===== src/hdl/dfls_pkg.sv =====
// Shared types, character codes and transition tables for the literal scanner.
`default_nettype none

package dfls_pkg;

  // Default widths handed to the top-level parameters
  localparam int ACC_BITS_DFLT   = 32;
  localparam int COUNT_BITS_DFLT = 8;

  // Width of the max_width register and of the character counter
  localparam int WIDTH_BITS = 8;

  // Character codes
  localparam logic [7:0] CH_NUL   = 8'h00;
  localparam logic [7:0] CH_TAB   = 8'h09;
  localparam logic [7:0] CH_CR    = 8'h0D;
  localparam logic [7:0] CH_SPACE = 8'h20;
  localparam logic [7:0] CH_ZERO  = 8'h30;
  localparam logic [7:0] CH_NINE  = 8'h39;
  localparam logic [7:0] CH_DOT   = 8'h2E;
  localparam logic [7:0] CH_MINUS = 8'h2D;
  localparam logic [7:0] CH_PLUS  = 8'h2B;
  localparam logic [7:0] CH_LOW_E = 8'h65;
  localparam logic [7:0] CH_UP_E  = 8'h45;

  // Scanner states, one-hot
  typedef enum logic [7:0] {
    ST_INIT   = 8'b0000_0001,
    ST_SIGNED = 8'b0000_0010,
    ST_INT    = 8'b0000_0100,
    ST_DOT    = 8'b0000_1000,
    ST_DIGDOT = 8'b0001_0000,
    ST_EMARK  = 8'b0010_0000,
    ST_ESIGN  = 8'b0100_0000,
    ST_EXPDIG = 8'b1000_0000
  } state_t;

  // Character classes
  typedef enum logic [2:0] {
    CLS_DIG,
    CLS_DOT,
    CLS_EXP,
    CLS_SGN,
    CLS_OTHER
  } cls_t;

  // Transition actions
  typedef enum logic [2:0] {
    ACT_NONE,
    ACT_SIGN,
    ACT_ESIGN,
    ACT_INT,
    ACT_FRAC,
    ACT_EXP,
    ACT_QUIT
  } act_t;

  typedef struct packed {
    act_t   act;
    state_t nxt;
  } trans_t;

  // Control part of the scan state
  typedef struct packed {
    state_t state;
    logic   sign;
    logic   exp_sign;
    logic   sat;
  } scan_ctl_t;

  localparam scan_ctl_t SCAN_CTL_CLEAR = '{state: ST_INIT, sign: 1'b0, exp_sign: 1'b0,
                                           sat: 1'b0};

  // Single-bit fields of one result
  typedef struct packed {
    logic is_valid;
    logic char_taken;
    logic mantissa_negative;
    logic exp_negative;
    logic overflowed;
  } res_flags_t;

  function automatic cls_t classify(input logic [7:0] c);
    cls_t cls;
    unique case (c) inside
      [CH_ZERO:CH_NINE]: cls = CLS_DIG;
      CH_DOT:            cls = CLS_DOT;
      CH_PLUS, CH_MINUS: cls = CLS_SGN;
      CH_LOW_E, CH_UP_E: cls = CLS_EXP;
      default:           cls = CLS_OTHER;
    endcase
    return cls;
  endfunction

  function automatic logic is_space(input logic [7:0] c);
    return (c == CH_SPACE) || ((c >= CH_TAB) && (c <= CH_CR));
  endfunction

  // States that hold a complete number
  function automatic logic state_has_digits(input state_t st);
    return (st == ST_INT) || (st == ST_DIGDOT) || (st == ST_EXPDIG);
  endfunction

  // Action and next state for a class in a state
  function automatic trans_t lookup(input cls_t cls, input state_t st);
    trans_t t;
    t = '{act: ACT_QUIT, nxt: ST_INIT};
    unique case (cls)
      CLS_DIG: begin
        unique case (st) inside
          ST_INIT, ST_SIGNED, ST_INT:     t = '{act: ACT_INT,  nxt: ST_INT};
          ST_DOT, ST_DIGDOT:              t = '{act: ACT_FRAC, nxt: ST_DIGDOT};
          ST_EMARK, ST_ESIGN, ST_EXPDIG:  t = '{act: ACT_EXP,  nxt: ST_EXPDIG};
          default:                        t = '{act: ACT_QUIT, nxt: ST_INIT};
        endcase
      end
      CLS_DOT: begin
        unique case (st) inside
          ST_INIT, ST_SIGNED: t = '{act: ACT_NONE, nxt: ST_DOT};
          ST_INT:             t = '{act: ACT_NONE, nxt: ST_DIGDOT};
          default:            t = '{act: ACT_QUIT, nxt: ST_INIT};
        endcase
      end
      CLS_EXP: begin
        unique case (st) inside
          ST_INT, ST_DIGDOT: t = '{act: ACT_NONE, nxt: ST_EMARK};
          default:           t = '{act: ACT_QUIT, nxt: ST_INIT};
        endcase
      end
      CLS_SGN: begin
        unique case (st) inside
          ST_INIT:  t = '{act: ACT_SIGN,  nxt: ST_SIGNED};
          ST_EMARK: t = '{act: ACT_ESIGN, nxt: ST_ESIGN};
          default:  t = '{act: ACT_QUIT,  nxt: ST_INIT};
        endcase
      end
      default: t = '{act: ACT_QUIT, nxt: ST_INIT};
    endcase
    return t;
  endfunction

endpackage

`default_nettype wire


===== src/hdl/dfls_if.sv =====
// Valid/ready channel interfaces for characters in and scan results out.
`default_nettype none

interface dfls_char_if;
  logic       valid;
  logic       ready;
  logic [7:0] char_code;
  logic       end_of_input;

  modport source (output valid, char_code, end_of_input, input ready);
  modport sink (input valid, char_code, end_of_input, output ready);
endinterface

interface dfls_result_if import dfls_pkg::*; #(
  parameter int ACC_BITS   = ACC_BITS_DFLT,
  parameter int COUNT_BITS = COUNT_BITS_DFLT
);
  logic                  valid;
  logic                  ready;
  logic                  is_valid;
  logic                  char_taken;
  logic                  mantissa_negative;
  logic [ACC_BITS-1:0]   int_part;
  logic [ACC_BITS-1:0]   frac_digits;
  logic [COUNT_BITS-1:0] frac_len;
  logic [ACC_BITS-1:0]   exp_value;
  logic                  exp_negative;
  logic                  overflowed;

  modport source (output valid, is_valid, char_taken, mantissa_negative, int_part,
                  frac_digits, frac_len, exp_value, exp_negative, overflowed,
                  input ready);
  modport sink (input valid, is_valid, char_taken, mantissa_negative, int_part,
                frac_digits, frac_len, exp_value, exp_negative, overflowed,
                output ready);
endinterface

`default_nettype wire


===== src/hdl/dfls_mac10.sv =====
// Saturating multiply-by-ten-and-add-digit unit shared by the accumulators.
`default_nettype none

module dfls_mac10 import dfls_pkg::*; #(
  parameter int ACC_BITS = ACC_BITS_DFLT
) (
  input  wire logic [ACC_BITS-1:0] acc,
  input  wire logic [3:0]          digit,
  output logic      [ACC_BITS-1:0] result,
  output logic                     ovf
);

  localparam int SUM_BITS = ACC_BITS + 4;

  logic [SUM_BITS-1:0] acc_ext;
  logic [SUM_BITS-1:0] sum;

  // acc*10 as acc*8 + acc*2, then the digit
  assign acc_ext = {4'b0000, acc};
  assign sum     = (acc_ext << 3) + (acc_ext << 1) + {{(SUM_BITS-4){1'b0}}, digit};

  // Anything above the accumulator width means it would pass its maximum
  assign ovf    = |sum[SUM_BITS-1:ACC_BITS];
  assign result = ovf ? {ACC_BITS{1'b1}} : sum[ACC_BITS-1:0];

endmodule

`default_nettype wire


===== src/hdl/dfls_step.sv =====
// One scanner step: classify the character, look up the transition, update state.
`default_nettype none

module dfls_step import dfls_pkg::*; #(
  parameter int ACC_BITS   = ACC_BITS_DFLT,
  parameter int COUNT_BITS = COUNT_BITS_DFLT
) (
  input  wire logic [WIDTH_BITS-1:0] max_width,
  input  wire logic [7:0]            char_code,
  input  wire logic                  end_of_input,
  input  wire scan_ctl_t             ctl,
  input  wire logic [ACC_BITS-1:0]   int_acc,
  input  wire logic [ACC_BITS-1:0]   frac_acc,
  input  wire logic [ACC_BITS-1:0]   exp_acc,
  input  wire logic [COUNT_BITS-1:0] frac_count,
  input  wire logic [WIDTH_BITS-1:0] char_count,
  output scan_ctl_t                  ctl_next,
  output logic      [ACC_BITS-1:0]   int_acc_next,
  output logic      [ACC_BITS-1:0]   frac_acc_next,
  output logic      [ACC_BITS-1:0]   exp_acc_next,
  output logic      [COUNT_BITS-1:0] frac_count_next,
  output logic      [WIDTH_BITS-1:0] char_count_next,
  output logic                       emit,
  output res_flags_t                 res_flags,
  output logic      [ACC_BITS-1:0]   res_int,
  output logic      [ACC_BITS-1:0]   res_frac,
  output logic      [COUNT_BITS-1:0] res_flen,
  output logic      [ACC_BITS-1:0]   res_exp
);

  cls_t                  cls;
  trans_t                tr;
  logic                  is_end;
  logic                  skip;
  logic                  term;
  logic                  take;
  logic                  width_hit;
  logic [3:0]            digit;
  logic [ACC_BITS-1:0]   mac_in;
  logic [ACC_BITS-1:0]   mac_out;
  logic                  mac_ovf;
  logic                  acc_act;
  logic                  fcnt_full;
  scan_ctl_t             upd_ctl;
  logic [ACC_BITS-1:0]   upd_int;
  logic [ACC_BITS-1:0]   upd_frac;
  logic [ACC_BITS-1:0]   upd_exp;
  logic [COUNT_BITS-1:0] upd_fcnt;
  logic [WIDTH_BITS-1:0] upd_ccnt;

  // Decode
  assign cls    = classify(char_code);
  assign tr     = lookup(cls, ctl.state);
  assign digit  = 4'(char_code - CH_ZERO);
  assign is_end = end_of_input || (char_code == CH_NUL);

  // Leading whitespace is dropped without a result
  assign skip = !is_end && (ctl.state == ST_INIT) && (char_count == '0) &&
                is_space(char_code);
  assign term = !skip && (is_end || (cls == CLS_OTHER) || (tr.act == ACT_QUIT));
  assign take = !skip && !term;

  // Shared multiply-by-ten for whichever accumulator the action names
  always_comb begin
    case (tr.act)
      ACT_FRAC: mac_in = frac_acc;
      ACT_EXP:  mac_in = exp_acc;
      default:  mac_in = int_acc;
    endcase
  end

  dfls_mac10 #(.ACC_BITS(ACC_BITS)) u_mac10 (
    .acc    (mac_in),
    .digit  (digit),
    .result (mac_out),
    .ovf    (mac_ovf)
  );

  assign acc_act   = (tr.act == ACT_INT) || (tr.act == ACT_FRAC) || (tr.act == ACT_EXP);
  assign fcnt_full = (frac_count == {COUNT_BITS{1'b1}});

  // State after taking the character
  always_comb begin
    upd_ctl       = ctl;
    upd_ctl.state = tr.nxt;
    if (tr.act == ACT_SIGN) begin
      upd_ctl.sign = (char_code == CH_MINUS);
    end
    if (tr.act == ACT_ESIGN) begin
      upd_ctl.exp_sign = (char_code == CH_MINUS);
    end
    upd_ctl.sat = ctl.sat || (acc_act && mac_ovf) || ((tr.act == ACT_FRAC) && fcnt_full);
    upd_int  = (tr.act == ACT_INT)  ? mac_out : int_acc;
    upd_frac = (tr.act == ACT_FRAC) ? mac_out : frac_acc;
    upd_exp  = (tr.act == ACT_EXP)  ? mac_out : exp_acc;
    upd_fcnt = ((tr.act == ACT_FRAC) && !fcnt_full) ? frac_count + 1'b1 : frac_count;
    upd_ccnt = (char_count == {WIDTH_BITS{1'b1}}) ? char_count : char_count + 1'b1;
  end

  // Width limit ends the number on the character that reaches it
  assign width_hit = take && (max_width != '0) && (upd_ccnt >= max_width);
  assign emit      = term || width_hit;

  // Result comes from the updated state on a width hit, else from the current one
  always_comb begin
    if (width_hit) begin
      res_flags.is_valid          = state_has_digits(upd_ctl.state);
      res_flags.mantissa_negative = upd_ctl.sign;
      res_flags.exp_negative      = upd_ctl.exp_sign;
      res_flags.overflowed        = upd_ctl.sat;
      res_int  = upd_int;
      res_frac = upd_frac;
      res_flen = upd_fcnt;
      res_exp  = upd_exp;
    end else begin
      res_flags.is_valid          = state_has_digits(ctl.state);
      res_flags.mantissa_negative = ctl.sign;
      res_flags.exp_negative      = ctl.exp_sign;
      res_flags.overflowed        = ctl.sat;
      res_int  = int_acc;
      res_frac = frac_acc;
      res_flen = frac_count;
      res_exp  = exp_acc;
    end
    res_flags.char_taken = width_hit;
  end

  // Next scan state: cleared after a result, held on a skipped blank
  always_comb begin
    if (emit) begin
      ctl_next        = SCAN_CTL_CLEAR;
      int_acc_next    = '0;
      frac_acc_next   = '0;
      exp_acc_next    = '0;
      frac_count_next = '0;
      char_count_next = '0;
    end else if (take) begin
      ctl_next        = upd_ctl;
      int_acc_next    = upd_int;
      frac_acc_next   = upd_frac;
      exp_acc_next    = upd_exp;
      frac_count_next = upd_fcnt;
      char_count_next = upd_ccnt;
    end else begin
      ctl_next        = ctl;
      int_acc_next    = int_acc;
      frac_acc_next   = frac_acc;
      exp_acc_next    = exp_acc;
      frac_count_next = frac_count;
      char_count_next = char_count;
    end
  end

endmodule

`default_nettype wire


===== src/hdl/decimal_float_literal_scanner.sv =====
// Top level: input register, scan state registers and result register.
// Throughput: one character per cycle unless a result is due while the result slot stalls;
//   each character passes the step logic (table lookup and one multiply-by-ten-add) once,
//   between the input register and the state registers; results go on to the result register.
// The input side keeps taking characters while a result waits, unless a second result is due.
// Reset (rst, synchronous): scan state cleared to the initial state, max_width to zero,
//   no result pending.
`default_nettype none

module decimal_float_literal_scanner import dfls_pkg::*; #(
  parameter int ACC_BITS   = ACC_BITS_DFLT,
  parameter int COUNT_BITS = COUNT_BITS_DFLT
) (
  input  wire logic                  clk,
  input  wire logic                  rst,
  input  wire logic                  cfg_wr_en,
  input  wire logic [WIDTH_BITS-1:0] cfg_wr_data,
  dfls_char_if.sink                  char_ch,
  dfls_result_if.source              result_ch
);

  logic [WIDTH_BITS-1:0] max_width;

  // Input register
  logic       in_vld;
  logic [7:0] in_char;
  logic       in_eoi;

  // Scan state
  scan_ctl_t             ctl;
  logic [ACC_BITS-1:0]   int_acc;
  logic [ACC_BITS-1:0]   frac_acc;
  logic [ACC_BITS-1:0]   exp_acc;
  logic [COUNT_BITS-1:0] frac_count;
  logic [WIDTH_BITS-1:0] char_count;

  scan_ctl_t             ctl_next;
  logic [ACC_BITS-1:0]   int_acc_next;
  logic [ACC_BITS-1:0]   frac_acc_next;
  logic [ACC_BITS-1:0]   exp_acc_next;
  logic [COUNT_BITS-1:0] frac_count_next;
  logic [WIDTH_BITS-1:0] char_count_next;

  // Step outputs
  logic                  emit;
  res_flags_t            step_flags;
  logic [ACC_BITS-1:0]   step_int;
  logic [ACC_BITS-1:0]   step_frac;
  logic [COUNT_BITS-1:0] step_flen;
  logic [ACC_BITS-1:0]   step_exp;

  // Result register
  logic                  res_vld;
  res_flags_t            res_flags;
  logic [ACC_BITS-1:0]   res_int;
  logic [ACC_BITS-1:0]   res_frac;
  logic [COUNT_BITS-1:0] res_flen;
  logic [ACC_BITS-1:0]   res_exp;

  logic proceed;

  // Configuration register
  always_ff @(posedge clk) begin
    if (rst) begin
      max_width <= '0;
    end else if (cfg_wr_en) begin
      max_width <= cfg_wr_data;
    end
  end

  // The held character advances unless it makes a result and the result slot is stalled
  assign proceed       = in_vld && (!emit || !res_vld || result_ch.ready);
  assign char_ch.ready = !in_vld || proceed;

  // Input register
  always_ff @(posedge clk) begin
    if (rst) begin
      in_vld <= 1'b0;
    end else if (char_ch.ready) begin
      in_vld <= char_ch.valid;
    end
  end

  always_ff @(posedge clk) begin
    if (char_ch.valid && char_ch.ready) begin
      in_char <= char_ch.char_code;
      in_eoi  <= char_ch.end_of_input;
    end
  end

  dfls_step #(.ACC_BITS(ACC_BITS), .COUNT_BITS(COUNT_BITS)) u_step (
    .max_width       (max_width),
    .char_code       (in_char),
    .end_of_input    (in_eoi),
    .ctl             (ctl),
    .int_acc         (int_acc),
    .frac_acc        (frac_acc),
    .exp_acc         (exp_acc),
    .frac_count      (frac_count),
    .char_count      (char_count),
    .ctl_next        (ctl_next),
    .int_acc_next    (int_acc_next),
    .frac_acc_next   (frac_acc_next),
    .exp_acc_next    (exp_acc_next),
    .frac_count_next (frac_count_next),
    .char_count_next (char_count_next),
    .emit            (emit),
    .res_flags       (step_flags),
    .res_int         (step_int),
    .res_frac        (step_frac),
    .res_flen        (step_flen),
    .res_exp         (step_exp)
  );

  // Scan state registers
  always_ff @(posedge clk) begin
    if (rst) begin
      ctl        <= SCAN_CTL_CLEAR;
      int_acc    <= '0;
      frac_acc   <= '0;
      exp_acc    <= '0;
      frac_count <= '0;
      char_count <= '0;
    end else if (proceed) begin
      ctl        <= ctl_next;
      int_acc    <= int_acc_next;
      frac_acc   <= frac_acc_next;
      exp_acc    <= exp_acc_next;
      frac_count <= frac_count_next;
      char_count <= char_count_next;
    end
  end

  // Result register
  always_ff @(posedge clk) begin
    if (rst) begin
      res_vld <= 1'b0;
    end else if (proceed && emit) begin
      res_vld <= 1'b1;
    end else if (result_ch.ready) begin
      res_vld <= 1'b0;
    end
  end

  always_ff @(posedge clk) begin
    if (proceed && emit) begin
      res_flags <= step_flags;
      res_int   <= step_int;
      res_frac  <= step_frac;
      res_flen  <= step_flen;
      res_exp   <= step_exp;
    end
  end

  assign result_ch.valid             = res_vld;
  assign result_ch.is_valid          = res_flags.is_valid;
  assign result_ch.char_taken        = res_flags.char_taken;
  assign result_ch.mantissa_negative = res_flags.mantissa_negative;
  assign result_ch.int_part          = res_int;
  assign result_ch.frac_digits       = res_frac;
  assign result_ch.frac_len          = res_flen;
  assign result_ch.exp_value         = res_exp;
  assign result_ch.exp_negative      = res_flags.exp_negative;
  assign result_ch.overflowed        = res_flags.overflowed;

endmodule

`default_nettype wire


===== src/flat_wrapper.sv =====
// flat-port wrapper written by rule: the top's interface ports become plain ports
module decimal_float_literal_scanner_flat import dfls_pkg::*;
#(
  parameter int ACC_BITS   = ACC_BITS_DFLT,
  parameter int COUNT_BITS = COUNT_BITS_DFLT
)
  (clk, rst, cfg_wr_en, cfg_wr_data, char_ch_valid, char_ch_char_code, char_ch_end_of_input, char_ch_ready, result_ch_valid, result_ch_is_valid, result_ch_char_taken, result_ch_mantissa_negative, result_ch_int_part, result_ch_frac_digits, result_ch_frac_len, result_ch_exp_value, result_ch_exp_negative, result_ch_overflowed, result_ch_ready);
  dfls_char_if char_ch_i ();
  dfls_result_if #(.ACC_BITS(ACC_BITS), .COUNT_BITS(COUNT_BITS)) result_ch_i ();
  input  wire logic clk;
  input  wire logic rst;
  input  wire logic cfg_wr_en;
  input  wire logic [WIDTH_BITS-1:0] cfg_wr_data;
  input wire logic [$bits(char_ch_i.valid)-1:0] char_ch_valid;
  input wire logic [$bits(char_ch_i.char_code)-1:0] char_ch_char_code;
  input wire logic [$bits(char_ch_i.end_of_input)-1:0] char_ch_end_of_input;
  output wire logic [$bits(char_ch_i.ready)-1:0] char_ch_ready;
  output wire logic [$bits(result_ch_i.valid)-1:0] result_ch_valid;
  output wire logic [$bits(result_ch_i.is_valid)-1:0] result_ch_is_valid;
  output wire logic [$bits(result_ch_i.char_taken)-1:0] result_ch_char_taken;
  output wire logic [$bits(result_ch_i.mantissa_negative)-1:0] result_ch_mantissa_negative;
  output wire logic [$bits(result_ch_i.int_part)-1:0] result_ch_int_part;
  output wire logic [$bits(result_ch_i.frac_digits)-1:0] result_ch_frac_digits;
  output wire logic [$bits(result_ch_i.frac_len)-1:0] result_ch_frac_len;
  output wire logic [$bits(result_ch_i.exp_value)-1:0] result_ch_exp_value;
  output wire logic [$bits(result_ch_i.exp_negative)-1:0] result_ch_exp_negative;
  output wire logic [$bits(result_ch_i.overflowed)-1:0] result_ch_overflowed;
  input wire logic [$bits(result_ch_i.ready)-1:0] result_ch_ready;
  assign char_ch_i.valid = char_ch_valid;
  assign char_ch_i.char_code = char_ch_char_code;
  assign char_ch_i.end_of_input = char_ch_end_of_input;
  assign char_ch_ready = char_ch_i.ready;
  assign result_ch_valid = result_ch_i.valid;
  assign result_ch_is_valid = result_ch_i.is_valid;
  assign result_ch_char_taken = result_ch_i.char_taken;
  assign result_ch_mantissa_negative = result_ch_i.mantissa_negative;
  assign result_ch_int_part = result_ch_i.int_part;
  assign result_ch_frac_digits = result_ch_i.frac_digits;
  assign result_ch_frac_len = result_ch_i.frac_len;
  assign result_ch_exp_value = result_ch_i.exp_value;
  assign result_ch_exp_negative = result_ch_i.exp_negative;
  assign result_ch_overflowed = result_ch_i.overflowed;
  assign result_ch_i.ready = result_ch_ready;
  decimal_float_literal_scanner #(.ACC_BITS(ACC_BITS), .COUNT_BITS(COUNT_BITS)) u_core (.clk(clk), .rst(rst), .cfg_wr_en(cfg_wr_en), .cfg_wr_data(cfg_wr_data), .char_ch(char_ch_i), .result_ch(result_ch_i));
endmodule

===== config.mk =====
export PLATFORM = sky130hd
export DESIGN_NAME = decimal_float_literal_scanner_flat
export DESIGN_NICKNAME = d
export VERILOG_FILES = /design/src/hdl/dfls_pkg.sv /design/src/hdl/dfls_if.sv /design/src/hdl/dfls_mac10.sv /design/src/hdl/dfls_step.sv /design/src/hdl/decimal_float_literal_scanner.sv /design/src/flat_wrapper.sv
export SDC_FILE = /design/constraint.sdc
export NUM_CORES = 1
export LEC_CHECK = 0
export BUFFER_PORTS_ARGS = -buffer_cell sky130_fd_sc_hd__buf_4
export CAP_MARGIN = 20
export CELL_PAD_IN_SITES_DETAIL_PLACEMENT = 1
export CELL_PAD_IN_SITES_GLOBAL_PLACEMENT = 2
export CORE_ASPECT_RATIO = 1.1
export CORE_UTILIZATION = 42
export DETAILED_ROUTE_END_ITERATION = 10
export GPL_TIMING_DRIVEN = 1
export PLACE_DENSITY_LB_ADDON = 0.1
export SYNTH_ARGS = -nofsm -noshare
export SYNTH_HDL_FRONTEND = slang
export SYNTH_SLANG_ARGS = --single-unit

===== constraint.sdc =====
create_clock -name clk -period 17.4 [get_ports clk]
set_input_delay 1.74 -clock clk [delete_from_list [all_inputs] [get_ports clk]]
set_output_delay 1.74 -clock clk [all_outputs]
set_load 0.02 [all_outputs]

; ---- Yosys cells after proc, flatten, opt, wreduce, memory -nomap -nowiden
; Index checks and enable logic that the tools add are counted.
; W data, S select, Z words.
[word_totals]
in_bits = 22
register_bits = 251
[op_classes]
n_eq_ne = 29
n_mux = 35
magnitude_cmp = 5
n_addsub = 5
n_reduce_logical = 53
[ops]
columns = cell, n
row1 = $mux W32, 13
row2 = $pmux W32 S2, 1
row3 = $mux W8, 7
row4 = $pmux W11 S2, 2
row5 = $pmux W11 S4, 1
row6 = $eq A8 B6 Y1 const B, 5
row7 = $add A35 B33 Y36, 1
row8 = $add A36 B4 Y36, 1
row9 = $mux W11, 3
row10 = $pmux W11 S3, 1
row11 = $eq A8 B8 Y1 const B, 4
row12 = $eq A8 B7 Y1 const B, 3
row13 = $add A8 B1 Y8 const B, 2
row14 = $eq A8 B3 Y1 const B, 2
row15 = $eq A8 B5 Y1 const B, 2
row16 = $logic_not A8 Y1, 2
row17 = $logic_or A1 B1 Y1, 16
row18 = $logic_and A1 B1 Y1, 15
row19 = $eq A3 B2 Y1 const B, 4
row20 = $eq A3 B3 Y1 const B, 4
row21 = $pmux W3 S4, 1
row22 = $reduce_or A2 Y1, 5
row23 = $eq A8 B1 Y1 const B, 1
row24 = $eq A8 B2 Y1 const B, 1
row25 = other kinds (17), 30

; ---- Logic depth before layout (Yosys ltp)
; Gate-level depths: netlist (run 1).
[logic_depth]
word_depth = 19
mapped_depth = 22
mapped_depth_nobuf = 18

; ---- Cells and area by module
; From an unflattened synthesis (run 1), not the netlist that was laid out.
[unflattened]
cells_unflattened = 1742
hier_area_um2 = 16404.5
[modules_own_cells]
columns = module, cells_per_inst, seq_area_each_um2, instances, area_each_um2
row1 = decimal_float_literal_scanner, 688, 6206.0, 1, 9387.8
row2 = dfls_step, 759, 0.0, 1, 4829.6
row3 = dfls_mac10, 295, 0.0, 1, 2187.1

; ---- Worst setup path before layout (run 1)
; Ideal clock, no wire load.
[synth_timing]
path_kind = register to register
startpoint = register, netlist name u_core.ctl[5]
endpoint = register u_core.res_exp[11] (netlist: u_core.result_ch.exp_value[11]) (data pin)
n_path_buf = 3
required_time_ns = 17.140
setup_ns = 0.260
path_slack_ns = 11.876
synth_period_minus_slack_ns = 5.524
t_arrival_ns = 5.264
stages_incl_launch_ff = 21
path_cell_list = dfxtp_1 > buf_6 > nor4_2 > a21boi_0 > a211oi_1 > clkbuf_1 > o22ai_1 > a21oi_1 > inv_1 > fa_1 > fa_1 > nor2b_1 > o31ai_1 > a211o_1 > a211o_1 > a2111oi_2 > o21ai_1 > a21o_1 > buf_6 > or3_4 > mux2_2
[synth_between]
elab_chain_len = 12
word_cells_on_any_way = 38
classes_between = 2 x add/sub / 11 x eq/ne / 9 x mux / 16 x reduce/logical
[synth_lines]
columns = element, line
row1 = $eq A8 B6 Y1 (tied with other cells), dfls_step.sv:53  ; assign tr = lookup(cls, ctl.state);
row2 = $reduce_or A3 Y1 (tied with other cells), dfls_pkg.sv:110  ; unique case (st) inside
row3 = $pmux W11 S3 (tied with other cells), dfls_pkg.sv:110
row4 = $pmux W11 S4, dfls_pkg.sv:108  ; unique case (cls)
row5 = $eq A3 B3 Y1 (on tied branches), "dfls_step.sv:65, dfls_step.sv:95, dfls_step.sv:60"
row6 = $pmux W32 S2 or $logic_or A1 B1 Y1 (tied branches), "dfls_step.sv:65, dfls_step.sv:60"
row7 = $add A35 B33 Y36 or $logic_and A1 B1 Y1 (tied branches), "dfls_mac10.sv:20, dfls_step.sv:60"
row8 = $add A36 B4 Y36 or $logic_not A1 Y1 (tied branches), "dfls_mac10.sv:20, dfls_step.sv:61"
row9 = $reduce_or A4 Y1 or $logic_and A1 B1 Y1 (tied branches), "dfls_mac10.sv:23, dfls_step.sv:61"
row10 = $mux W32 or $logic_and A1 B1 Y1 (tied branches), "dfls_mac10.sv:24, dfls_step.sv:101"
row11 = $mux W32 or $logic_and A1 B1 Y1 (tied branches), "dfls_step.sv:95, dfls_step.sv:101"
row12 = $mux W32 (*), dfls_step.sv:106  ; if (width_hit) begin
row13 = net u_core.step_exp[11], decimal_float_literal_scanner.sv:50  ; logic [ACC_BITS-1:0] step_exp;
row14 = to (signal assigned), decimal_float_literal_scanner.sv:151  ; res_exp <= step_exp;
row15 = to (decl), decimal_float_literal_scanner.sv:58  ; logic [ACC_BITS-1:0] res_exp;
; The timed path passes the listed nets; every way through them passes the cells marked *.
; A chain may end at the register's enable or synchronous reset.

; ---- Worst setup path after layout (run 1)
[layout_timing]
startpoint = register u_core.in_char[4]
endpoint = register u_core.res_exp[28] (netlist: u_core.result_ch.exp_value[28]) (data pin)
[layout_between]
elab_chain_len = 13
word_cells_on_any_way = 46
classes_between = 2 x add/sub / 4 x order compare / 13 x eq/ne / 6 x mux / 21 x reduce/logical
[layout_lines]
columns = element, line
row1 = from (decl), decimal_float_literal_scanner.sv:26  ; logic [7:0] in_char;
row2 = from (signal assigned), decimal_float_literal_scanner.sv:86  ; in_char <= char_ch.char_code;
row3 = $ge A8 B6 Y1 (implied by the code) (tied with other cells), dfls_step.sv:52  ; assign cls = classify(char_code);
row4 = $logic_and A1 B1 Y1 (implied by the code) (tied with other cells), dfls_step.sv:52
row5 = $pmux W3 S4 or $logic_not A1 Y1 (tied branches), "dfls_pkg.sv:85, dfls_step.sv:58"
row6 = $eq A3 B2 Y1 (tied with other cells), dfls_pkg.sv:108
row7 = $pmux W11 S4 or $logic_and A1 B1 Y1 (tied branches), "dfls_pkg.sv:108, dfls_step.sv:58"
row8 = $eq A3 B3 Y1 (tied with other cells), "dfls_step.sv:65, dfls_step.sv:95"
row9 = $pmux W32 S2 (tied with other cells), dfls_step.sv:65  ; case (tr.act)
row10 = $add A35 B33 Y36 or $logic_and A1 B1 Y1 (tied branches), "dfls_mac10.sv:20, dfls_step.sv:60"
row11 = $add A36 B4 Y36 or $logic_not A1 Y1 (tied branches), "dfls_mac10.sv:20, dfls_step.sv:61"
row12 = $reduce_or A4 Y1 or $logic_and A1 B1 Y1 (tied branches), "dfls_mac10.sv:23, dfls_step.sv:61"
row13 = $mux W32 or $logic_and A1 B1 Y1 (tied branches), "dfls_mac10.sv:24, dfls_step.sv:101"
row14 = $mux W32 or $logic_and A1 B1 Y1 (tied branches), "dfls_step.sv:95, dfls_step.sv:101"
row15 = $mux W32 (*), dfls_step.sv:106
row16 = net u_core.step_exp[28], decimal_float_literal_scanner.sv:50
; Marks and branches as above.

==> results.json, run 1 <==
{
  "max_stage_delay_ns": 0.76,
  "cts_tree": "done",
  "finalSetupTns_ns": 0,
  "cp_slowest_cell": "a21oi_4",
  "hpwl_mm": 27.0,
  "hp-start": "u_core.exp_acc[1]",
  "path_buf_inv": 2,
  "start_kind": "flip-flop",
  "cts_setup_buffers": 0,
  "synth-edff-count": 118,
  "worstPathArrival_ns": 6.92,
  "outcome": "completed",
  "synth-simple-area-share_pct": 13.5,
  "synth_compound_area_share_pct": 19.2,
  "syn_area_per_cell_um2": 10.3,
  "avgRoutedWirePerCell_um": 21.6,
  "max-clock-path-buffers": 3,
  "antenna_found_initial": 1,
  "drt_first_pass_iters": 5,
  "finalClockSkew_ns": 0.00987,
  "die-area_mm2": 0.0323,
  "cts_made_buffers": 28,
  "place_ws_ns": 10.86,
  "worst_hold_path.endpoint": "u_core.exp_acc[1]",
  "crit_type": "reg2reg",
  "detail_route.wirelength_mm": 39.5,
  "clockRootBuffer": "clkbuf_16",
  "drv_cap": 0,
  "die_h_um": 188,
  "insertion_delay_ns": 0.54,
  "port_buffers": 132,
  "yosys-mux-area-fraction_pct": 7.39,
  "synth_cells": 1289,
  "critical_path_depth": 18,
  "setup_ws_ns": 10.77,
  "path_delay_family": "compound AO/OA/AOI/OAI gates",
  "synth_ff_type": "dfxtp_1",
  "synthAdderAreaFrac_pct": 7.28,
  "max-vdd-ir-drop_mv": 0.0580,
  "via_count": 10688,
  "synth_top_family_by_area": "compound AO/OA/AOI/OAI gates",
  "synth-async-reset-ratio_pct": 0,
  "place.gp.congestion": 0.853,
  "grt_max_degree": 86,
  "r2r_slack_ns": 10.77,
  "final_cell_mix": "buf_4, dfxtp_1, nor2_1",
  "final_layout_size_suffix_gt1_share_pct": 21.7,
  "ant_nets": 0,
  "power.density_mw_per_mm2": 83.3,
  "netlist_area_mm2": 0.0133,
  "regToRegStartpoint": "u_core.in_char[4]",
  "cp-end-kind": "flip-flop",
  "cts-hold-fix-buffers": 0,
  "drv_slew": 0,
  "ff2ff_path_depth": 18,
  "max_slew_margin_pct": 26.5,
  "cts_resized": 0,
  "required_ns": 17.69,
  "ys_seq_area_share_pct": 46.8,
  "final_common_cell": "buf_4",
  "synth-seq-cells": 251,
  "globalRouteOverflowTotal": 0,
  "viasPerCell": 5.85,
  "hold_depth": 1,
  "fin_nets": 1489,
  "hold_viol": 0,
  "initialDrtViolationCount": 670,
  "fin_crit_ns": 6.63,
  "worst_r2r_endpoint": "u_core.result_ch.exp_value[28]",
  "start_util_pct": 43.1,
  "cp_cell_sequence": "nor4b_2 > nand4_1 > nor2_1 > nor3_2 > buf_4 > a21oi_1 > inv_1 > fa_1 > fa_1 > nor2b_1 > o31ai_1 > a211o_1 > a211o_1 > a2111oi_2 > o21ai_1 > a21oi_4 > nand3_1 > mux2_2",
  "worst_slew_pin_slew_ns": 1.10,
  "max_clock_freq_mhz": 151,
  "rsz0062_at_grt": "no",
  "yosysWarnings": 0,
  "core_area_mm2": 0.0308,
  "grt_usage_pct": 24.6,
  "rows": 67,
  "synth_xor_area_share_pct": 2.58,
  "path_clk_slew_ns": 0.06,
  "first_global_vias": 11140,
  "drc": 0,
  "crit_fanout": 32,
  "clock-sinks": 251,
  "min_period_over_period_pct": 38.1,
  "die_x_um": 171,
  "ios": 133,
  "setup_violations": 0,
  "area_growth_pct": 17.7,
  "hp-class": "reg2reg",
  "htree_num_levels": 1,
  "synth_cell_type_count": 70,
  "synth_fp_nets": 1387,
  "grt_pass1_wl_mm": 62.1,
  "power.leakage_nw": 6.60
}
-- stage by stage --
step | hold slack, ns | instances | power, mW | cell area [um^2] | utilization (%)
floorplan | 0.446 | 1289 | 0.683 | 13300 | -
global placement | 0.459 | 1774 | 0.711 | 14600 | 47.6
detailed placement | 0.480 | 1774 | 0.712 | 14600 | 47.6
CTS | 0.491 | 1826 | 1.31 | 15600 | 50.7
global route | 0.500 | 1827 | 1.34 | 15600 | 50.7
finish | 0.492 | 1828 | 1.30 | 15600 | 50.8
-- routing by layer --
metal	share of wire [%]	track usage, %
met5	0	0
met4	2.1	7.14
met3	3.6	2.98
met2	51	43.5
met1	44	31.0
-- Yosys cell counts, types with 3 or more instances --
master / instances / area, um^2
dfxtp_1: 133 / 2660
nand2b_1: 6 / 37.5
buf_1: 7 / 26.3
a31oi_1: 14 / 87.6
or3_4: 5 / 56.3
mux2i_1: 9 / 90.1
a21oi_1: 116 / 581
and3_1: 12 / 75.1
or3_1: 13 / 81.3
nor4b_1: 3 / 26.3
nor4_1: 6 / 37.5
edfxtp_1: 118 / 3540
o21bai_1: 4 / 30.0
o22ai_1: 31 / 194
nor3_1: 30 / 150
o211ai_1: 6 / 45.0
buf_2: 22 / 110
xor2_1: 18 / 158
o21a_1: 4 / 30.0
a22oi_1: 7 / 52.6
nand3_1: 42 / 210
ha_1: 74 / 926
clkbuf_1: 45 / 169
inv_1: 28 / 105
and4_1: 4 / 35.0
a211o_1: 8 / 70.1
nor2_1: 126 / 473
o31ai_1: 4 / 30.0
o21ai_1: 4 / 20.0
or2_2: 3 / 18.8
o21ai_0: 38 / 190
o2bb2ai_1: 9 / 78.8
xnor2_1: 21 / 184
a21o_1: 20 / 150
nand4_1: 11 / 68.8
a22o_1: 87 / 762
mux2_2: 79 / 890
nand3b_1: 7 / 52.6
nor3b_1: 4 / 30.0
and2_1: 10 / 62.6
nand2_1: 53 / 199
nor2b_1: 7 / 43.8
-- kinds of logic after synthesis --
family                   Yosys count
multiplexers                      88
buffers and inverters            104
AO/OA/AOI/OAI                    377
flip-flops                       251
XOR/XNOR                          39
AND/OR/NAND/NOR                  354
adder cells (fa/ha/maj)           76
-- worst reg2reg max path, delay by kind of cell (launching register included) --
| family | cells | cell delay (ns) |
|---|---|---|
| mux | 1 | 0.38 |
| fa+ha+maj | 2 | 0.99 |
| simple gates | 6 | 1.86 |
| buf+inv | 2 | 0.39 |
| flops | 1 | 0.47 |
| compound gates | 7 | 2.29 |
-- worst max path at each step --
stage / from / to / slack, ns
6_report: u_core.in_char[4] / u_core.result_ch.exp_value[28] / 10.77
5_1_grt: u_core.in_char[4] / u_core.result_ch.int_part[10] / 10.36
4_1_cts: u_core.ctl[5] / u_core.result_ch.exp_value[28] / 10.82
3_5_place_dp: u_core.ctl[5] / u_core.result_ch.exp_value[28] / 10.86
3_3_place_gp: u_core.ctl[5] / u_core.result_ch.frac_digits[10] / 10.96
2_1_floorplan: u_core.ctl[5] / u_core.result_ch.exp_value[11] / 11.88
-- sequential cells by signal, summed over array words and instances (netlist names) --
register                            cells
u_core.char_count                       8
u_core.ctl                             11
u_core.exp_acc                         32
u_core.frac_acc                        32
u_core.frac_count                       8
u_core.in_char                          8
u_core.in_eoi                           1
u_core.in_vld                           1
u_core.int_acc                         32
u_core.max_width                        8
u_core.result_ch.char_taken             1
u_core.result_ch.exp_negative           1
u_core.result_ch.exp_value             32
u_core.result_ch.frac_digits           32
u_core.result_ch.frac_len               8
u_core.result_ch.int_part              32
u_core.result_ch.is_valid               1
u_core.result_ch.mantissa_negative      1
u_core.result_ch.overflowed             1
u_core.result_ch.valid                  1
-- final cells by class --
type	instances	area, um^2
clock buffer	31	743
tap	414	518
clock inverter	21	199
antenna	1	2.50
fill	3361	15200
sequential	251	6210
multi-input combinational	934	6710
inverter	28	108
timing repair buffer	148	1130
-- power by group --
part	internal, mW	switching [mW]
combinational	0.0216	0.0424
clock	0.354	0.248
sequential	0.629	0.00667
total	1.00	0.297
No activity file was read; power rests on OpenSTA's default activity.
==> inputs of run 2 (changes only) <==
Settings changed: CORE_UTILIZATION 42 to 39.
Clock period 17.4 ns to 6.26 ns, I/O delays scaled along.
==> results.json, run 2 (synthesis gave the netlist of run 1 again) <==
{
  "outcome": "completed",
  "regToRegStartpoint": "u_core.ctl[5]",
  "max_clock_freq_mhz": 167,
  "max-clock-path-buffers": 3,
  "required_ns": 6.55,
  "via_count": 10810,
  "hpwl_mm": 28.5,
  "power.density_mw_per_mm2": 223,
  "path_delay_family": "simple AND/OR/NAND/NOR gates",
  "r2r_slack_ns": 0.28,
  "first_global_vias": 11337,
  "setup_violations": 0,
  "die_h_um": 195,
  "place_area_mm2": 0.0150,
  "die_x_um": 178,
  "ant_nets": 0,
  "final_cell_mix": "buf_4, dfxtp_1, nor2_1",
  "crit_fanout": 15,
  "area_growth_pct": 20.2,
  "drt_first_pass_iters": 4,
  "hold_viol": 0,
  "min_period_over_period_pct": 95.5,
  "worstPathArrival_ns": 6.27,
  "power.total_mw": 3.56,
  "core_area_mm2": 0.0334,
  "avgRoutedWirePerCell_um": 21.4,
  "startpoint": "u_core.ctl[5]",
  "drv_cap": 0,
  "hp-class": "in2reg",
  "max_slew_margin_pct": 34.2,
  "cp-endpoint": "u_core.result_ch.int_part[6]",
  "insertion_delay_ns": 0.55,
  "n_antenna_cell": 0,
  "port_buffers": 132,
  "start_util_pct": 39.7,
  "final_common_cell": "buf_4",
  "path_buf_inv": 3,
  "clockRootBuffer": "clkbuf_16",
  "rsz0062_at_grt": "no",
  "finalClockSkew_ns": 0.0148,
  "place.gp.congestion": 0.832,
  "htree_num_levels": 1,
  "max_stage_delay_ns": 0.49,
  "fin_crit_ns": 5.98,
  "path_clk_slew_ns": 0.07,
  "cp-end-kind": "flip-flop",
  "placed_cells": 1834,
  "ff2ff_path_depth": 19,
  "cp_slowest_cell": "fa_1",
  "final_util_pct": 47.8,
  "final_layout_size_suffix_gt1_share_pct": 23.6,
  "worst_r2r_endpoint": "u_core.result_ch.int_part[6]",
  "drv_slew": 0,
  "die-area_mm2": 0.0347,
  "antenna_found_initial": 0,
  "crit_type": "reg2reg",
  "fin_area_mm2": 0.0159,
  "drc": 0,
  "viasPerCell": 5.73,
  "rows": 70,
  "worst_slew_pin_slew_ns": 0.986,
  "max-vdd-ir-drop_mv": 0.191,
  "power.leakage_nw": 6.81,
  "ios": 133,
  "globalRouteOverflowTotal": 0,
  "cp_cell_sequence": "nor3_1 > nand4b_1 > nor2_2 > nor3_2 > buf_12 > a21oi_1 > inv_1 > fa_1 > fa_1 > nor2b_1 > o31ai_1 > a211o_1 > a211o_1 > a2111oi_2 > o21ai_1 > a21o_1 > buf_4 > or3_1 > mux2_2",
  "fin_nets": 1531,
  "cts_made_buffers": 27,
  "grt_max_degree": 47,
  "critical_path_depth": 19,
  "clock-sinks": 251,
  "cts_tree": "done",
  "detail_route.wirelength_mm": 40.3,
  "initialDrtViolationCount": 606,
  "grt_usage_pct": 23.2,
  "grt_pass1_wl_mm": 62.9,
  "start_kind": "flip-flop",
  "stdcell_count": 1885,
  "finalSetupTns_ns": 0,
  "cts-hold-fix-buffers": 0
}
[run 2: cell count changes in the layout (fill, tap and decap cells not counted), sizes merged]
| cell | before | now |
|---|---|---|
| buf | 148 | 191 |
| bufinv | 3 | 2 |
| clkbuf | 31 | 39 |
| clkinv | 12 | 5 |
| clkinvlp | 3 | 0 |
| diode | 1 | 0 |
[run 2: per-layer routing]
| metal | up-vias | part of all wire [%] | track usage (%) |
|---|---|---|---|
| met1 | 5399 | 45 | 29.8 |
| met2 | 190 | 50 | 40.9 |
| li1 | 5157 | - | - |
| met3 | 64 | 2.9 | 2.16 |
| met5 | - | 0 | 0 |
| met4 | 0 | 2.1 | 6.68 |
[run 2: final cells by class]
class                           instances  area (um^2)
Inverter                               28          108
Sequential cell                       251         6210
Clock inverter                         10          118
Clock buffer                           39          781
Fill cell                            3701        17400
Multi-Input combinational cell        934         6690
Timing Repair Buffer                  191         1500
Tap cell                              432          541
[run 2: worst min path at each step]
stage	from	endpoint	cells past startpoint
detailed placement	u_core.ctl[1]	u_core.ctl[1]	2
global placement	u_core.ctl[2]	u_core.ctl[2]	2
floorplan	u_core.ctl[2]	u_core.ctl[2]	2
finish	char_ch_char_code[0]	u_core.in_char[0]	1
CTS	char_ch_char_code[0]	u_core.in_char[0]	1
global route	char_ch_char_code[0]	u_core.in_char[0]	1
[run 2: power by group]
part           switching (mW)  total, mW  leakage, nW  internal (mW)
clock network           0.658       1.61        0.442          0.951
registers              0.0175       1.77         2.22           1.75
logic                   0.119      0.181         4.15         0.0623
[run 2: what timing repair did]
| action | CTS | global route |
|---|---|---|
| resized for setup | 0 | 2 |
| setup buffers | 0 | 2 |
| setup endpoints to repair | 0 | 25 |
[run 2: stage by stage]
stage,setup WS [ns],hold slack (ns)
final,0.283,0.260
after global placement,0.360,0.458
after global routing,0.00141,0.239
after floorplan,0.736,0.446
after detailed placement,0.252,0.470
after CTS,0.203,0.235
[run 2: worst reg2reg max path, delay by kind of cell, from the launching register on]
kind            cells  cell delay (ns)
mux                 1             0.30
fa+ha+maj           2             0.96
simple gates        6             1.89
flops               1             0.40
buf+inv             3             0.45
compound gates      7             1.72
==> inputs of run 3 (changes only) <==
Settings changed: CORE_UTILIZATION 39 to 40, CTS_BUF_LIST set to sky130_fd_sc_hd__clkbuf_8.
==> results.json, run 3 (synthesis gave the netlist of run 1 again) <==
{
  "outcome": "completed",
  "hp-class": "in2reg",
  "final_common_cell": "buf_4",
  "placed_cells": 1831,
  "worst_slew_pin_slew_ns": 0.979,
  "globalRouteOverflowTotal": 0,
  "regToRegStartpoint": "u_core.ctl[3]",
  "internal_power_mw": 2.65,
  "drt_first_pass_iters": 5,
  "place_area_mm2": 0.0150,
  "max_slew_margin_pct": 33.8,
  "antenna_found_initial": 0,
  "setup_violations": 0,
  "stdcell_count": 1910,
  "path_clk_slew_ns": 0.06,
  "startpoint": "u_core.ctl[3]",
  "ant_nets": 0,
  "final_layout_size_suffix_gt1_share_pct": 24.7,
  "rows": 69,
  "n_antenna_cell": 0,
  "fillers": 3640,
  "core_area_mm2": 0.0325,
  "fin_nets": 1548,
  "drv_slew": 0,
  "required_ns": 6.58,
  "worstPathArrival_ns": 6.23,
  "grt_usage_pct": 24.3,
  "drc": 0,
  "htree_num_levels": 2,
  "ios": 133,
  "clock-sinks": 251,
  "port_buffers": 132,
  "first_global_vias": 11222,
  "via_count": 10953,
  "grt_max_degree": 63,
  "hp-start": "char_ch_char_code[3]",
  "r2r_slack_ns": 0.35,
  "clockRootBuffer": "clkbuf_8",
  "cts_tree": "done",
  "grt_pass1_wl_mm": 63.8,
  "insertion_delay_ns": 0.57,
  "hold_viol": 0,
  "hpwl_mm": 28.9,
  "cts_setup_buffers": 0,
  "power.density_mw_per_mm2": 218,
  "crit_fanout": 23,
  "final_cell_mix": "buf_4, dfxtp_1, nor2_1",
  "viasPerCell": 5.73,
  "p_comb_share_pct": 5.3,
  "cts_made_buffers": 43,
  "start_kind": "flip-flop",
  "finalClockSkew_ns": 0.0150,
  "detail_route.wirelength_mm": 41.4,
  "cp-end-kind": "flip-flop",
  "initialDrtViolationCount": 665,
  "worst_r2r_endpoint": "u_core.result_ch.int_part[20]",
  "power.leakage_nw": 6.88,
  "max-clock-path-buffers": 3,
  "place.gp.congestion": 0.855,
  "rsz0062_at_grt": "no",
  "crit_type": "reg2reg",
  "clock_power_share_pct": 43.9,
  "die_x_um": 176,
  "die_h_um": 193,
  "cts-hold-fix-buffers": 0,
  "cp-endpoint": "u_core.result_ch.int_part[20]",
  "fin_area_mm2": 0.0159,
  "switchingPower_mw": 0.828,
  "die-area_mm2": 0.0339,
  "pwr-share-seq_pct": 50.8,
  "ff2ff_path_depth": 19,
  "drv_cap": 0,
  "finalSetupTns_ns": 0,
  "area_growth_pct": 20.2,
  "start_util_pct": 40.9,
  "min_period_over_period_pct": 94.4,
  "max-vdd-ir-drop_mv": 0.127,
  "max_clock_freq_mhz": 169,
  "switching_share_pct": 23.8,
  "fin_crit_ns": 5.91,
  "avgRoutedWirePerCell_um": 21.7,
  "final_util_pct": 49.1
}
-- run 3: worst max-delay path, stage by stage, from the launching register on --
cell and delay [ns]:
dfxtp_1 0.37, nor3_2 0.32, o2111ai_1 0.31, a211oi_4 0.32, buf_12 0.23, o22ai_1 0.11
a21oi_1 0.23, inv_1 0.09, fa_1 0.51, fa_1 0.48, nor2b_1 0.22, o31ai_1 0.12
a211o_1 0.38, a211o_1 0.31, a2111oi_2 0.33, o21ai_1 0.14, a21o_1 0.30, buf_12 0.19
or3_4 0.41, mux2_2 0.27
-- run 3: area by class of cell --
type	instances	area, um^2	area share, %
clock inverters	27	168	1.05
clock buffers	52	716	4.49
inverters	28	108	0.675
flip-flops and latches	251	6210	38.9
repair buffers	192	1500	9.38
multi-input cells	934	6710	42.1
well taps	426	533	3.34
-- run 3: power groups by stage --
stage	combinational [mW]	clock [mW]	sequential (mW)
after global placement	0.182	0	1.80
after detailed placement	0.185	0	1.80
after floorplan	0.0659	0	1.83
final	0.184	1.53	1.77
after CTS	0.185	1.57	1.77
after global routing	0.196	1.63	1.77
-- run 3: metal layers --
layer / up-vias / GRT usage (%) / wire, um
met4: 0 / 7.69 / 989
li1: 5200 / - / -
met2: 234 / 43.1 / 20900
met5: - / 0 / 0
met1: 5449 / 30.5 / 18100
met3: 70 / 3.33 / 1400
-- run 3: timing repair --
action,in CTS,in global routing
setup endpoints to repair,0,112
resized for setup,0,9
endpoints found under the hold margin,0,0
-- run 3: how the worst min path moves through the flow --
| stage | to | slack (ns) | depth (start not counted) |
|---|---|---|---|
| after floorplan | u_core.ctl[2] | 0.45 | 2 |
| after global placement | u_core.ctl[1] | 0.46 | 2 |
| after detailed placement | u_core.int_acc[1] | 0.48 | 1 |
| after CTS | u_core.in_char[3] | 0.18 | 1 |
| after global routing | u_core.in_char[0] | 0.20 | 1 |
| final | u_core.in_char[3] | 0.23 | 1 |
-- run 3: per-stage QoR --
stage               setup WS, ns  hold WS [ns]  power (mW)
floorplan                  0.736         0.446        1.90
global placement           0.310         0.456        1.98
detailed placement         0.244         0.477        1.99
CTS                        0.180         0.182        3.52
global route             0.00848         0.203        3.60
finish                     0.352         0.233        3.47
